### src/hw/rtl/dwpi_pkg.sv
// ----------------------------------------------------------------------------
// dwpi_pkg
// shared widths, register indexes, reset values and limits for the
// differential wheel pi controller
// ----------------------------------------------------------------------------
`default_nettype none

package dwpi_pkg;

    // default fixed point and integrator sizing
    localparam int FRAC_BITS_DEF = 16;
    localparam int SUM_WIDTH_DEF = 32;

    // field widths
    localparam int IN_W       = 11;
    localparam int DUTY_W     = 7;
    localparam int CORR_W     = 8;
    localparam int GAIN_W     = 8;
    localparam int WEIGHT_W   = 16;
    localparam int CFG_IDX_W  = 2;
    localparam int CFG_DATA_W = 16;

    typedef logic [CFG_IDX_W-1:0] cfg_index_t;

    // register indexes
    localparam cfg_index_t CFG_PROP_GAIN       = 2'd0;
    localparam cfg_index_t CFG_INTEGRAL_WEIGHT = 2'd1;
    localparam cfg_index_t CFG_BIAS_GAIN       = 2'd2;

    // register reset values
    localparam logic [GAIN_W-1:0]   PROP_GAIN_RST       = 8'd5;
    localparam logic [WEIGHT_W-1:0] INTEGRAL_WEIGHT_RST = 16'd21845;
    localparam logic [WEIGHT_W-1:0] BIAS_GAIN_RST       = 16'd3277;

    // limits
    localparam int SPEED_MAX = 100;
    localparam int BIAS_MAX  = 100;
    localparam int DUTY_MAX  = 100;
    localparam int CORR_MAX  = 100;

endpackage

`default_nettype wire

### src/hw/rtl/differential_wheel_pi_controller.sv
// ----------------------------------------------------------------------------
// differential_wheel_pi_controller
// steering correction by trapezoid integral of the bias error, then one pi
// stage per wheel, all on one shared multiplier under a small sequencer
// ----------------------------------------------------------------------------
// a request passes through the bias, corr, err, sum, wl, wr, gl and gr states
//   and is registered in done once the output register is free; in_ready low
//   while the sequencer runs; the single shared multiplier is used five times per request
// a finished result waits in the output register while the next request runs
// reset: clears the correction, previous bias error and both integrators,
//   loads the register defaults; no clearing pass
`default_nettype none

module differential_wheel_pi_controller #(
    parameter int FRAC_BITS = dwpi_pkg::FRAC_BITS_DEF,
    parameter int SUM_WIDTH = dwpi_pkg::SUM_WIDTH_DEF
) (
    input  wire logic                              clk,
    input  wire logic                              rst_n,

    input  wire logic                              cfg_write,
    input  wire dwpi_pkg::cfg_index_t              cfg_index,
    input  wire logic [dwpi_pkg::CFG_DATA_W-1:0]   cfg_data,

    input  wire logic                              in_valid,
    output logic                                   in_ready,
    input  wire logic signed [dwpi_pkg::IN_W-1:0]  left_speed,
    input  wire logic signed [dwpi_pkg::IN_W-1:0]  right_speed,
    input  wire logic signed [dwpi_pkg::IN_W-1:0]  target_speed,
    input  wire logic signed [dwpi_pkg::IN_W-1:0]  steer_bias,

    output logic                                   out_valid,
    input  wire logic                              out_ready,
    output logic [dwpi_pkg::DUTY_W-1:0]            right_duty,
    output logic [dwpi_pkg::DUTY_W-1:0]            left_duty,
    output logic signed [dwpi_pkg::CORR_W-1:0]     steer_correction
);

    localparam int IW  = dwpi_pkg::IN_W;
    localparam int DW  = dwpi_pkg::DUTY_W;
    localparam int OCW = dwpi_pkg::CORR_W;
    localparam int EBW = IW + 2;
    localparam int BSW = IW + 3;
    localparam int DFW = IW + 1;
    localparam int EW  = FRAC_BITS + 17;
    localparam int UBW = FRAC_BITS + 16;
    localparam int CW  = FRAC_BITS + 8;
    localparam int AW  = ((SUM_WIDTH > EW) ? SUM_WIDTH : EW) + 1;
    localparam int MBW = dwpi_pkg::WEIGHT_W + 1;
    localparam int PW  = AW + MBW;
    localparam int BPW = 31;
    localparam int UP  = (FRAC_BITS > 16) ? (FRAC_BITS - 16) : 0;
    localparam int DN  = (FRAC_BITS < 16) ? (16 - FRAC_BITS) : 0;
    localparam int QW  = BPW + UP;

    localparam logic signed [IW-1:0]  SPEED_HI = IW'(dwpi_pkg::SPEED_MAX);
    localparam logic signed [IW-1:0]  BIAS_HI  = IW'(dwpi_pkg::BIAS_MAX);
    localparam logic signed [IW-1:0]  BIAS_LO  = -IW'(dwpi_pkg::BIAS_MAX);
    localparam logic signed [PW-1:0]  DUTY_TOP = PW'(dwpi_pkg::DUTY_MAX) <<< FRAC_BITS;
    localparam logic signed [UBW-1:0] CORR_HI  = UBW'(dwpi_pkg::CORR_MAX) <<< FRAC_BITS;
    localparam logic signed [UBW-1:0] CORR_LO  = -CORR_HI;
    localparam logic signed [CW-1:0]  ACC_HI   = CW'(dwpi_pkg::CORR_MAX) <<< FRAC_BITS;
    localparam logic signed [CW-1:0]  ACC_LO   = -ACC_HI;
    localparam logic signed [AW-1:0]  SUM_MAX  = (AW'(1) <<< (SUM_WIDTH - 1)) - AW'(1);
    localparam logic signed [AW-1:0]  SUM_MIN  = -SUM_MAX - AW'(1);

    localparam logic [3:0] ST_IDLE = 4'd0;
    localparam logic [3:0] ST_BIAS = 4'd1;
    localparam logic [3:0] ST_CORR = 4'd2;
    localparam logic [3:0] ST_ERR  = 4'd3;
    localparam logic [3:0] ST_SUM  = 4'd4;
    localparam logic [3:0] ST_WL   = 4'd5;
    localparam logic [3:0] ST_WR   = 4'd6;
    localparam logic [3:0] ST_GL   = 4'd7;
    localparam logic [3:0] ST_GR   = 4'd8;
    localparam logic [3:0] ST_DONE = 4'd9;

    logic [3:0] state_reg, state_next;
    logic       out_valid_reg, out_valid_next;

    logic [dwpi_pkg::GAIN_W-1:0]   gain_reg, gain_next;
    logic [dwpi_pkg::WEIGHT_W-1:0] weight_reg, weight_next;
    logic [dwpi_pkg::WEIGHT_W-1:0] bgain_reg, bgain_next;

    logic signed [CW-1:0]        accum_reg, accum_next;
    logic signed [EBW-1:0]       prev_reg, prev_next;
    logic signed [SUM_WIDTH-1:0] lsum_reg, lsum_next;
    logic signed [SUM_WIDTH-1:0] rsum_reg, rsum_next;

    logic signed [DFW-1:0] ldif_reg, ldif_next;
    logic signed [DFW-1:0] rdif_reg, rdif_next;
    logic signed [EBW-1:0] eb_reg, eb_next;
    logic signed [BSW-1:0] bsum_reg, bsum_next;
    logic signed [PW-1:0]  prod_reg, prod_next;
    logic signed [UBW-1:0] ub_reg, ub_next;
    logic signed [EW-1:0]  el_reg, el_next;
    logic signed [EW-1:0]  er_reg, er_next;
    logic signed [AW-1:0]  pil_reg, pil_next;
    logic signed [AW-1:0]  pir_reg, pir_next;
    logic signed [OCW-1:0] corr_reg, corr_next;
    logic [DW-1:0]         ldty_reg, ldty_next;

    logic [DW-1:0]         rduty_out_reg, rduty_out_next;
    logic [DW-1:0]         lduty_out_reg, lduty_out_next;
    logic signed [OCW-1:0] corr_out_reg, corr_out_next;

    logic signed [AW-1:0]  mul_a;
    logic signed [MBW-1:0] mul_b;
    logic signed [PW-1:0]  mul_p;

    logic                  in_fire;
    logic signed [IW-1:0]  tgt_c;
    logic signed [IW-1:0]  bias_c;
    logic signed [EBW-1:0] eb_c;
    logic signed [UBW-1:0] bias_step;
    logic signed [AW-1:0]  lsum_w;
    logic signed [AW-1:0]  rsum_w;

    function automatic logic [DW-1:0] duty_clamp(input logic signed [PW-1:0] u);
        logic [DW-1:0] d;
        if (u < 0)
            d = '0;
        else if (u > DUTY_TOP)
            d = DW'(dwpi_pkg::DUTY_MAX);
        else
            d = DW'(u >>> FRAC_BITS);
        return d;
    endfunction

    function automatic logic signed [SUM_WIDTH-1:0] sat_sum(input logic signed [AW-1:0] x);
        logic signed [SUM_WIDTH-1:0] s;
        if (x > SUM_MAX)
            s = SUM_WIDTH'(SUM_MAX);
        else if (x < SUM_MIN)
            s = SUM_WIDTH'(SUM_MIN);
        else
            s = SUM_WIDTH'(x);
        return s;
    endfunction

    // shared multiplier
    assign mul_p = mul_a * mul_b;

    assign in_ready         = (state_reg == ST_IDLE);
    assign in_fire          = in_valid && in_ready;
    assign out_valid        = out_valid_reg;
    assign right_duty       = rduty_out_reg;
    assign left_duty        = lduty_out_reg;
    assign steer_correction = corr_out_reg;

    always_comb
    begin
        tgt_c     = (target_speed > SPEED_HI) ? SPEED_HI : target_speed;
        bias_c    = (steer_bias > BIAS_HI) ? BIAS_HI :
                    (steer_bias < BIAS_LO) ? BIAS_LO : steer_bias;
        eb_c      = EBW'(left_speed) - EBW'(right_speed) + EBW'(bias_c);
        // q16 trapezoid step moved to the working fraction
        bias_step = UBW'((QW'($signed(prod_reg[BPW-1:0])) <<< UP) >>> DN);
        lsum_w    = AW'(lsum_reg) + AW'(el_reg);
        rsum_w    = AW'(rsum_reg) + AW'(er_reg);
    end

    always_comb
    begin
        state_next     = state_reg;
        out_valid_next = out_valid_reg;
        gain_next      = gain_reg;
        weight_next    = weight_reg;
        bgain_next     = bgain_reg;
        accum_next     = accum_reg;
        prev_next      = prev_reg;
        lsum_next      = lsum_reg;
        rsum_next      = rsum_reg;
        ldif_next      = ldif_reg;
        rdif_next      = rdif_reg;
        eb_next        = eb_reg;
        bsum_next      = bsum_reg;
        prod_next      = prod_reg;
        ub_next        = ub_reg;
        el_next        = el_reg;
        er_next        = er_reg;
        pil_next       = pil_reg;
        pir_next       = pir_reg;
        corr_next      = corr_reg;
        ldty_next      = ldty_reg;
        rduty_out_next = rduty_out_reg;
        lduty_out_next = lduty_out_reg;
        corr_out_next  = corr_out_reg;
        mul_a          = '0;
        mul_b          = '0;

        if (cfg_write)
        begin
            case (cfg_index)
                dwpi_pkg::CFG_PROP_GAIN:       gain_next   = cfg_data[dwpi_pkg::GAIN_W-1:0];
                dwpi_pkg::CFG_INTEGRAL_WEIGHT: weight_next = cfg_data[dwpi_pkg::WEIGHT_W-1:0];
                dwpi_pkg::CFG_BIAS_GAIN:       bgain_next  = cfg_data[dwpi_pkg::WEIGHT_W-1:0];
                default:                       ;
            endcase
        end

        if (out_valid_reg && out_ready)
            out_valid_next = 1'b0;

        case (state_reg)
            ST_IDLE:
            begin
                if (in_fire)
                begin
                    ldif_next  = DFW'(tgt_c) - DFW'(left_speed);
                    rdif_next  = DFW'(tgt_c) - DFW'(right_speed);
                    eb_next    = eb_c;
                    bsum_next  = BSW'(eb_c) + BSW'(prev_reg);
                    state_next = ST_BIAS;
                end
            end
            ST_BIAS:
            begin
                mul_a      = AW'(bsum_reg);
                mul_b      = $signed({1'b0, bgain_reg});
                prod_next  = mul_p;
                state_next = ST_CORR;
            end
            ST_CORR:
            begin
                ub_next    = UBW'(accum_reg) + bias_step;
                state_next = ST_ERR;
            end
            ST_ERR:
            begin
                // wheel errors use the correction before its clamp
                el_next    = (EW'(ldif_reg) <<< FRAC_BITS) - EW'(ub_reg);
                er_next    = (EW'(rdif_reg) <<< FRAC_BITS) + EW'(ub_reg);
                accum_next = (ub_reg > CORR_HI) ? ACC_HI :
                             (ub_reg < CORR_LO) ? ACC_LO : CW'(ub_reg);
                prev_next  = eb_reg;
                state_next = ST_SUM;
            end
            ST_SUM:
            begin
                lsum_next  = sat_sum(lsum_w);
                rsum_next  = sat_sum(rsum_w);
                // integer part, truncated toward zero
                corr_next  = OCW'(accum_reg >>> FRAC_BITS) +
                             {{(OCW-1){1'b0}},
                              accum_reg[CW-1] && (accum_reg[FRAC_BITS-1:0] != '0)};
                state_next = ST_WL;
            end
            ST_WL:
            begin
                mul_a      = AW'(lsum_reg);
                mul_b      = $signed({1'b0, weight_reg});
                prod_next  = mul_p;
                state_next = ST_WR;
            end
            ST_WR:
            begin
                mul_a      = AW'(rsum_reg);
                mul_b      = $signed({1'b0, weight_reg});
                prod_next  = mul_p;
                pil_next   = AW'(el_reg) + AW'(prod_reg >>> dwpi_pkg::WEIGHT_W);
                state_next = ST_GL;
            end
            ST_GL:
            begin
                mul_a      = pil_reg;
                mul_b      = $signed({{(MBW-dwpi_pkg::GAIN_W){1'b0}}, gain_reg});
                prod_next  = mul_p;
                pir_next   = AW'(er_reg) + AW'(prod_reg >>> dwpi_pkg::WEIGHT_W);
                state_next = ST_GR;
            end
            ST_GR:
            begin
                mul_a      = pir_reg;
                mul_b      = $signed({{(MBW-dwpi_pkg::GAIN_W){1'b0}}, gain_reg});
                prod_next  = mul_p;
                ldty_next  = duty_clamp(prod_reg);
                state_next = ST_DONE;
            end
            ST_DONE:
            begin
                if (!out_valid_reg || out_ready)
                begin
                    rduty_out_next = duty_clamp(prod_reg);
                    lduty_out_next = ldty_reg;
                    corr_out_next  = corr_reg;
                    out_valid_next = 1'b1;
                    state_next     = ST_IDLE;
                end
            end
            default:
            begin
                state_next = ST_IDLE;
            end
        endcase
    end

    always_ff @(posedge clk or negedge rst_n)
    begin
        if (!rst_n)
        begin
            state_reg     <= ST_IDLE;
            out_valid_reg <= 1'b0;
            gain_reg      <= dwpi_pkg::PROP_GAIN_RST;
            weight_reg    <= dwpi_pkg::INTEGRAL_WEIGHT_RST;
            bgain_reg     <= dwpi_pkg::BIAS_GAIN_RST;
            accum_reg     <= '0;
            prev_reg      <= '0;
            lsum_reg      <= '0;
            rsum_reg      <= '0;
        end
        else
        begin
            state_reg     <= state_next;
            out_valid_reg <= out_valid_next;
            gain_reg      <= gain_next;
            weight_reg    <= weight_next;
            bgain_reg     <= bgain_next;
            accum_reg     <= accum_next;
            prev_reg      <= prev_next;
            lsum_reg      <= lsum_next;
            rsum_reg      <= rsum_next;
        end
    end

    always_ff @(posedge clk)
    begin
        ldif_reg      <= ldif_next;
        rdif_reg      <= rdif_next;
        eb_reg        <= eb_next;
        bsum_reg      <= bsum_next;
        prod_reg      <= prod_next;
        ub_reg        <= ub_next;
        el_reg        <= el_next;
        er_reg        <= er_next;
        pil_reg       <= pil_next;
        pir_reg       <= pir_next;
        corr_reg      <= corr_next;
        ldty_reg      <= ldty_next;
        rduty_out_reg <= rduty_out_next;
        lduty_out_reg <= lduty_out_next;
        corr_out_reg  <= corr_out_next;
    end

    // sequencer leaves idle on an accepted request
    a_accept_starts: assert property (@(posedge clk) disable iff (!rst_n)
        in_fire |=> (state_reg == ST_BIAS && !in_ready))
        else $error("accepted request did not start the sequencer");

    // stored correction stays within its clamp
    a_accum_range: assert property (@(posedge clk) disable iff (!rst_n)
        (accum_reg <= ACC_HI) && (accum_reg >= ACC_LO))
        else $error("correction accumulator out of range");

    // delivered duties are clamped
    a_duty_range: assert property (@(posedge clk) disable iff (!rst_n)
        out_valid_reg |-> (rduty_out_reg <= DW'(dwpi_pkg::DUTY_MAX) &&
                           lduty_out_reg <= DW'(dwpi_pkg::DUTY_MAX)))
        else $error("duty out of range");

endmodule

`default_nettype wire

### config.mk
export PLATFORM = sky130hd
export DESIGN_NAME = differential_wheel_pi_controller
export DESIGN_NICKNAME = d
export VERILOG_FILES = /design/src/hw/rtl/dwpi_pkg.sv /design/src/hw/rtl/differential_wheel_pi_controller.sv
export SDC_FILE = /design/constraint.sdc
export NUM_CORES = 2
export LEC_CHECK = 0
export BUFFER_PORTS_ARGS = -buffer_cell sky130_fd_sc_hd__buf_4
export CAP_MARGIN = 15
export CORE_MARGIN = 3
export CORE_UTILIZATION = 44
export DETAILED_ROUTE_END_ITERATION = 16
export PLACE_DENSITY = 0.67
export SLEW_MARGIN = 20
export SYNTH_ARGS = -nofsm -noshare
export SYNTH_HDL_FRONTEND = slang
export SYNTH_SLANG_ARGS = --single-unit
### constraint.sdc
create_clock -name clk -period 18.9 [get_ports clk]
set_input_delay 4.725 -clock clk [delete_from_list [all_inputs] [get_ports clk]]
set_output_delay 4.725 -clock clk [all_outputs]
set_load 0.1 [all_outputs]
After elaboration in Yosys (flattened, before gate mapping)

Cells that the tools add are included.

Multiplexer cells: 19
$lt $le $gt $ge: 11
Reductions and logical operators: 17
Shift-type cells: 0
Multipliers: 1
Div/mod/pow operators: 0
Add/sub/neg operators: 13
Bitwise logic cells: 0
Equal/unequal tests: 13

Operator list:

| kind                                                             | number |
|---|---|
| case mux 34 bit (5 select lines)                                 | 1 |
| 2-to-1 mux 32 bit                                                | 4 |
| adder 32 x 33 -> 34 bit                                          | 2 |
| adder 33 x 34 -> 34 bit                                          | 2 |
| greater-than comparator 34 x 32 -> 1 bit (second input constant) | 2 |
| less-than comparator 34 x 32 -> 1 bit (second input constant)    | 2 |
| greater-than comparator 51 x 24 -> 1 bit (second input constant) | 1 |
| less-than comparator 51 x 1 -> 1 bit (second input constant)     | 1 |
| multiplier 34 x 17 -> 51 bit                                     | 1 |
| 2-to-1 mux 24 bit                                                | 2 |
| case mux 16 bit (3 select lines)                                 | 1 |
| case mux 4 bit (10 select lines)                                 | 1 |
| subtractor 11 x 11 -> 12 bit                                     | 3 |
| adder 28 x 32 -> 33 bit                                          | 1 |
| 2-to-1 mux 11 bit                                                | 3 |
| subtractor 28 x 32 -> 33 bit                                     | 1 |
| adder 24 x 31 -> 32 bit                                          | 1 |
| greater-than comparator 32 x 24 -> 1 bit (second input constant) | 1 |
| less-than comparator 32 x 24 -> 1 bit (second input constant)    | 1 |
| greater-than comparator 11 x 8 -> 1 bit (second input constant)  | 2 |
| equality test 4 x 3 -> 1 bit (second input constant)             | 4 |
| nonzero test 16 bit                                              | 1 |
| adder 13 x 13 -> 14 bit                                          | 1 |
| 2-to-1 mux 7 bit                                                 | 2 |
| other kinds (20)                                                 | 33 |

Memory bits (writable): 0
ROM bits: 0
Word-level logic and storage cells: 98
Output and inout bits: 24
Bits in latches: 0
Input bits: 67
Register bits: 451
Memories: 0

Logic depth before layout (Yosys ltp)

Word-level depth: 5
Depth in mapped cells: 33
Mapped depth without buffers: 30

Least setup slack after synthesis

Ideal clock, no wire load.

Path kind: register -> register
Start point: reg state_reg[3]
End point: reg prod_reg[49] (data pin)
Period minus slack after synthesis: 9.164 ns
Stages on the path, launching flop included: 31
Setup slack: 9.736 ns
Library setup time: 0.258 ns
Arrival: 8.906 ns
Path buffers: 4
Path through: dfrtp_1 -> clkbuf_1 -> nand2b_1 -> nor2_1 -> clkbuf_1 -> buf_1 -> nand2_1 -> nand4_1 -> clkbuf_1 -> nand2_1 -> fa_1 -> fa_1 -> fa_1 -> fa_1 -> inv_1 -> fa_1 -> inv_1 -> fa_1 -> inv_1 -> ha_1 -> nand4_1 -> o221ai_1 -> a21oi_1 -> o32ai_1 -> a22o_1 -> o21ai_0 -> a2111oi_0 -> nor3_1 -> o41ai_1 -> a21oi_1 -> xnor2_1

Word-level cells in the longest chain between the ends: 4

RTL lines:

| element                                                                    | line                                    | RTL |
|---|---|---|
| from (decl)                                                                | differential_wheel_pi_controller.sv:78  | `logic [3:0] state_reg, state_next;` |
| from (signal assigned)                                                     | differential_wheel_pi_controller.sv:314 | `state_reg <= state_next;` |
| equality test 4 bit / equality test 4 x 3 -> 1 bit (equally long branches) | differential_wheel_pi_controller.sv:205 | `case (state_reg)` |
| OR reduction 2 bit (no line)                                               | n/a                                     |  |
| case mux 16 bit (3 select lines)                                           | differential_wheel_pi_controller.sv:205 |  |
| multiplier 34 x 17 -> 51 bit *                                             | differential_wheel_pi_controller.sv:142 | `assign mul_p = mul_a * mul_b;` |
| via mul_p[49]                                                              | differential_wheel_pi_controller.sv:109 | `logic signed [PW-1:0] mul_p;` |
| to (signal assigned)                                                       | differential_wheel_pi_controller.sv:332 | `prod_reg <= prod_next;` |
| to (decl)                                                                  | differential_wheel_pi_controller.sv:94  | `logic signed [PW-1:0] prod_reg, prod_next;` |

Mark *: on every way through the listed nets, which the timed path passes. The rest lies on a longest branch.
A chain may end at the register's enable or synchronous reset.

Final worst setup path

Same ends and word-level chain as after synthesis.

==> results.md <==
- Result of the run: finished, final reports clean
- Cells on worst reg2reg path: 27
- Beginning of the worst register-to-register path: state_reg[3]$_DFFE_PN0P_
- Synthesized area divided by synthesized cell count: 9.65 um2
- DR vias: ~35000
- Die Outline Area: between 100000 and 150000 um2
- CP max-delay cell: sky130_fd_sc_hd__a2111oi_0
- Time the final worst path needs with I/O delays and setup: around 10000 ps
- Required time of the worst setup path: 19250 ps
- Share of post-route cells with drive strength above 1: 0.0661
- Final HPWL from detailed placement: slightly above 100 mm
- Post-route cell area: between 50000 and 60000 um2
- Max-slew violation total from the final report: 0
- Met2 Track Usage GR: 0.372
- Slew HR: 0.352
- Worst EP arrival: 10390 ps
- RSZ-0062 raised after global routing: no
- H-Tree Depth: 2
- Filler cell count: 9690
- Flip-flop count of the largest register, all copies and words added: 51
- Total length of routed wires: about 130 mm
- Setup Total Neg Slack: 0 ps
- Global-route met1 utilization: 0.330
- Count of nets left with antenna violations after detail routing: 0
- Largest net degree at the start of global routing: 83
- Met3 global-route usage: 0.0292
- Detailed-routing iteration count for the pre-antenna-repair pass: 6
- Initial cell density of the core: 0.446
- CTS Buf Count: about 50
- Worst-Skew Late Latency: about 630 ps
- Total routing usage reported by global routing: 0.233
- Number of clock sinks seen by CTS: between 400 and 500
- Instance area at placement: approximately 49000 um2
- Placeable Area: ~100000 um2
- Worst min-delay path endpoint: prev_reg[0]$_DFFE_PN0P_
- Area delta synth->final: 8.48%
- Endpoint of the most critical register-to-register path: prod_reg[49]$_DFFE_PP_
- Number of antenna violations at the first check in global routing: 0
- Routed len/inst: 20.1 um
- F_max: around 100 MHz
- Net count of the finished layout: between 5000 and 6000
- Launch point of the worst hold path: eb_reg[0]$_DFFE_PP_
- Setup CP Type: reg2reg
- Minimum setup slack among reg-to-reg paths: 8860 ps
- Setup repair bufs after CTS: 0
- Quantity of hold-fixing buffers added after cts: 0
- Worst Hold Class: reg2reg
- Number of DRC violations after detailed routing: 0
- Maximum clock path buffer count: 3
- Final Wtd Congestion: between 0.9 and 1
- First-pass GRT wire length: roughly 200 mm
- Number of setup violations in the final report: 0
- Number of top-level design ports: 91
- Crit. End Element: flip-flop
- Height of the chip: roughly 330 um
- Fraction of the cycle the final worst path needs: 0.531
- CTS Root Cell: sky130_fd_sc_hd__clkbuf_16
- Critical path's most frequent cell: sky130_fd_sc_hd__fa_1
- Clock tree from TritonCTS: yes
- Ratio of routed vias to standard cells: roughly 5.6
- Leading cell type in the layout, fill and taps excluded: sky130_fd_sc_hd__inv_1
- Number of buffers inserted by port buffering: 90
- Cell area after technology mapping: approximately 46000 um2
- Total gr overflow: 0
- Die width: about 330 um
- Most frequently used flop master after synthesis: sky130_fd_sc_hd__edfxtp_1
- Async SR Flop Fraction: 0.324
- Final setup skew: ~40 ps
- Yosys warnings: 0
- Cells after synthesis: 4814
- Max-cap violations: 0
- Number of unique standard cell types used by synthesis: 85
- Crit path max fanout: between 40 and 50
- Clock transition time at the flip-flop clock pins of the worst setup and hold paths: about 60 ps
- Worst hold path depth: 2
- Number of global-route vias before repair: ~36000
- CP Launch Type: flip-flop
- Sequential cell area fraction in the yosys report: 0.275
- Count of instances resized after the clock tree is built: 0
- Largest incremental delay on the critical path: about 870 ps
- Number of placement rows: about 120
- Post-Synthesis Net Count: just under 6000
- Number of flops mapped to enable cells by yosys: 304
- Most congested layer reported by global routing: met2
- Final hold vios: 0
- Commonest cells after routing, fill and taps aside: 772 x sky130_fd_sc_hd__inv_1, 565 x sky130_fd_sc_hd__nand2_1, 537 x sky130_fd_sc_hd__fa_1
- Flop and latch count out of synthesis: 450
- Post-layout utilization of the core: 0.484
- DR iter-0 viols: between 2000 and 3000
- Slew @ Worst Pin: 971 ps
## cells in the mapped netlist, types with 7 or more instances
cell	n	area [um2]
sky130_fd_sc_hd__nor3_1	70	350
sky130_fd_sc_hd__nor2b_1	33	206
sky130_fd_sc_hd__a22oi_1	47	353
sky130_fd_sc_hd__o21bai_1	37	278
sky130_fd_sc_hd__xnor2_1	185	1620
sky130_fd_sc_hd__and3_1	16	100
sky130_fd_sc_hd__o211ai_1	12	90.1
sky130_fd_sc_hd__and4_1	38	333
sky130_fd_sc_hd__a22o_1	28	245
sky130_fd_sc_hd__fa_1	537	10800
sky130_fd_sc_hd__edfxtp_1	304	9130
sky130_fd_sc_hd__a21boi_0	14	105
sky130_fd_sc_hd__nor4_1	24	150
sky130_fd_sc_hd__a21oi_1	236	1180
sky130_fd_sc_hd__ha_1	367	4590
sky130_fd_sc_hd__a211oi_1	22	165
sky130_fd_sc_hd__mux2_2	40	450
sky130_fd_sc_hd__nand2b_1	52	325
sky130_fd_sc_hd__nand2_1	568	2130
sky130_fd_sc_hd__a221oi_1	9	78.8
sky130_fd_sc_hd__o21ai_1	7	35.0
sky130_fd_sc_hd__inv_1	772	2900
sky130_fd_sc_hd__nand3_1	54	270
sky130_fd_sc_hd__a221o_1	62	621
sky130_fd_sc_hd__dfstp_2	17	447
sky130_fd_sc_hd__o31ai_1	12	90.1
sky130_fd_sc_hd__o21a_1	45	338
sky130_fd_sc_hd__dfrtp_1	129	3230
sky130_fd_sc_hd__and2_1	25	156
sky130_fd_sc_hd__o21ai_0	125	626
sky130_fd_sc_hd__or2_2	10	62.6
sky130_fd_sc_hd__a31oi_1	14	87.6
sky130_fd_sc_hd__clkbuf_1	134	503
sky130_fd_sc_hd__nand4_1	60	375
sky130_fd_sc_hd__or3_1	12	75.1
sky130_fd_sc_hd__a21o_1	116	871
sky130_fd_sc_hd__buf_2	10	50.1
sky130_fd_sc_hd__nor2_1	380	1430
sky130_fd_sc_hd__a31o_2	7	61.3
sky130_fd_sc_hd__xor2_1	77	674
## logic make-up (layout without fill, tap and decap cells)
group	Yosys count	after routing	synth area share
AOI/OAI and AO/OA	872	872	0.128
other	0	1	0
buffers and inverters	925	996	0.0753
and+or+nand+nor	1361	1361	0.132
muxes	40	40	0.00969
xor gates and xnor gates	262	262	0.0494
DFF	450	450	0.275
adders and majority gates	904	904	0.330
## stage by stage
stage / hold slack [ps] / setup slack (ps) / cells
after floorplan: 400 / 9740 / 4814
after global placement: 405 / 8840 / 6168
after detailed placement: 406 / 8920 / 6169
after CTS: 416 / 8820 / 6265
after global routing: 426 / 8290 / 6265
final: 413 / 8860 / 6266
## per-layer routing
metal	part of all wire	wire length, um
met5	0	0
met4	0.036	4580
met3	0.074	9270
met2	0.45	57100
met1	0.43	54600
## worst max-delay path by stage
| stage | startpoint | endpoint | slack [ps] | cells past startpoint |
|---|---|---|---|---|
| floorplan | state_reg[3]$_DFFE_PN0P_ | prod_reg[49]$_DFFE_PP_ | 9740 | 30 |
| global placement | state_reg[2]$_DFFE_PN0P_ | prod_reg[49]$_DFFE_PP_ | 8840 | 28 |
| detailed placement | state_reg[3]$_DFFE_PN0P_ | prod_reg[49]$_DFFE_PP_ | 8920 | 27 |
| CTS | state_reg[3]$_DFFE_PN0P_ | prod_reg[49]$_DFFE_PP_ | 8820 | 27 |
| global route | state_reg[3]$_DFFE_PN0P_ | prod_reg[49]$_DFFE_PP_ | 8290 | 27 |
| finish | state_reg[3]$_DFFE_PN0P_ | prod_reg[49]$_DFFE_PP_ | 8860 | 27 |
## final cells by class
| type | instances | area (um2) | share of cell area |
|---|---|---|---|
| antenna | 1 | 2.50 | 0.0000496 |
| clock buffer | 57 | 1320 | 0.0262 |
| clock inverter | 39 | 454 | 0.00901 |
| inverter | 774 | 2910 | 0.0576 |
| multi-input combinational | 3439 | 30300 | 0.600 |
| sequential | 450 | 12800 | 0.254 |
| tap | 1380 | 1730 | 0.0342 |
| timing repair buffer | 126 | 947 | 0.0188 |
## worst max-delay path: cells and delay by family (launching register included)
kind,cells,cell delay [ps]
adder cells (fa/ha/maj),7,3470
AO/OA/AOI/OAI,8,2830
AND/OR/NAND/NOR,7,2040
buffers and inverters,4,790
flip-flops,1,470
XOR/XNOR,1,140
Power is left out: the tool's default activity adds up to more than one toggle a clock period on the data nets, which glitch-free logic cannot reach.
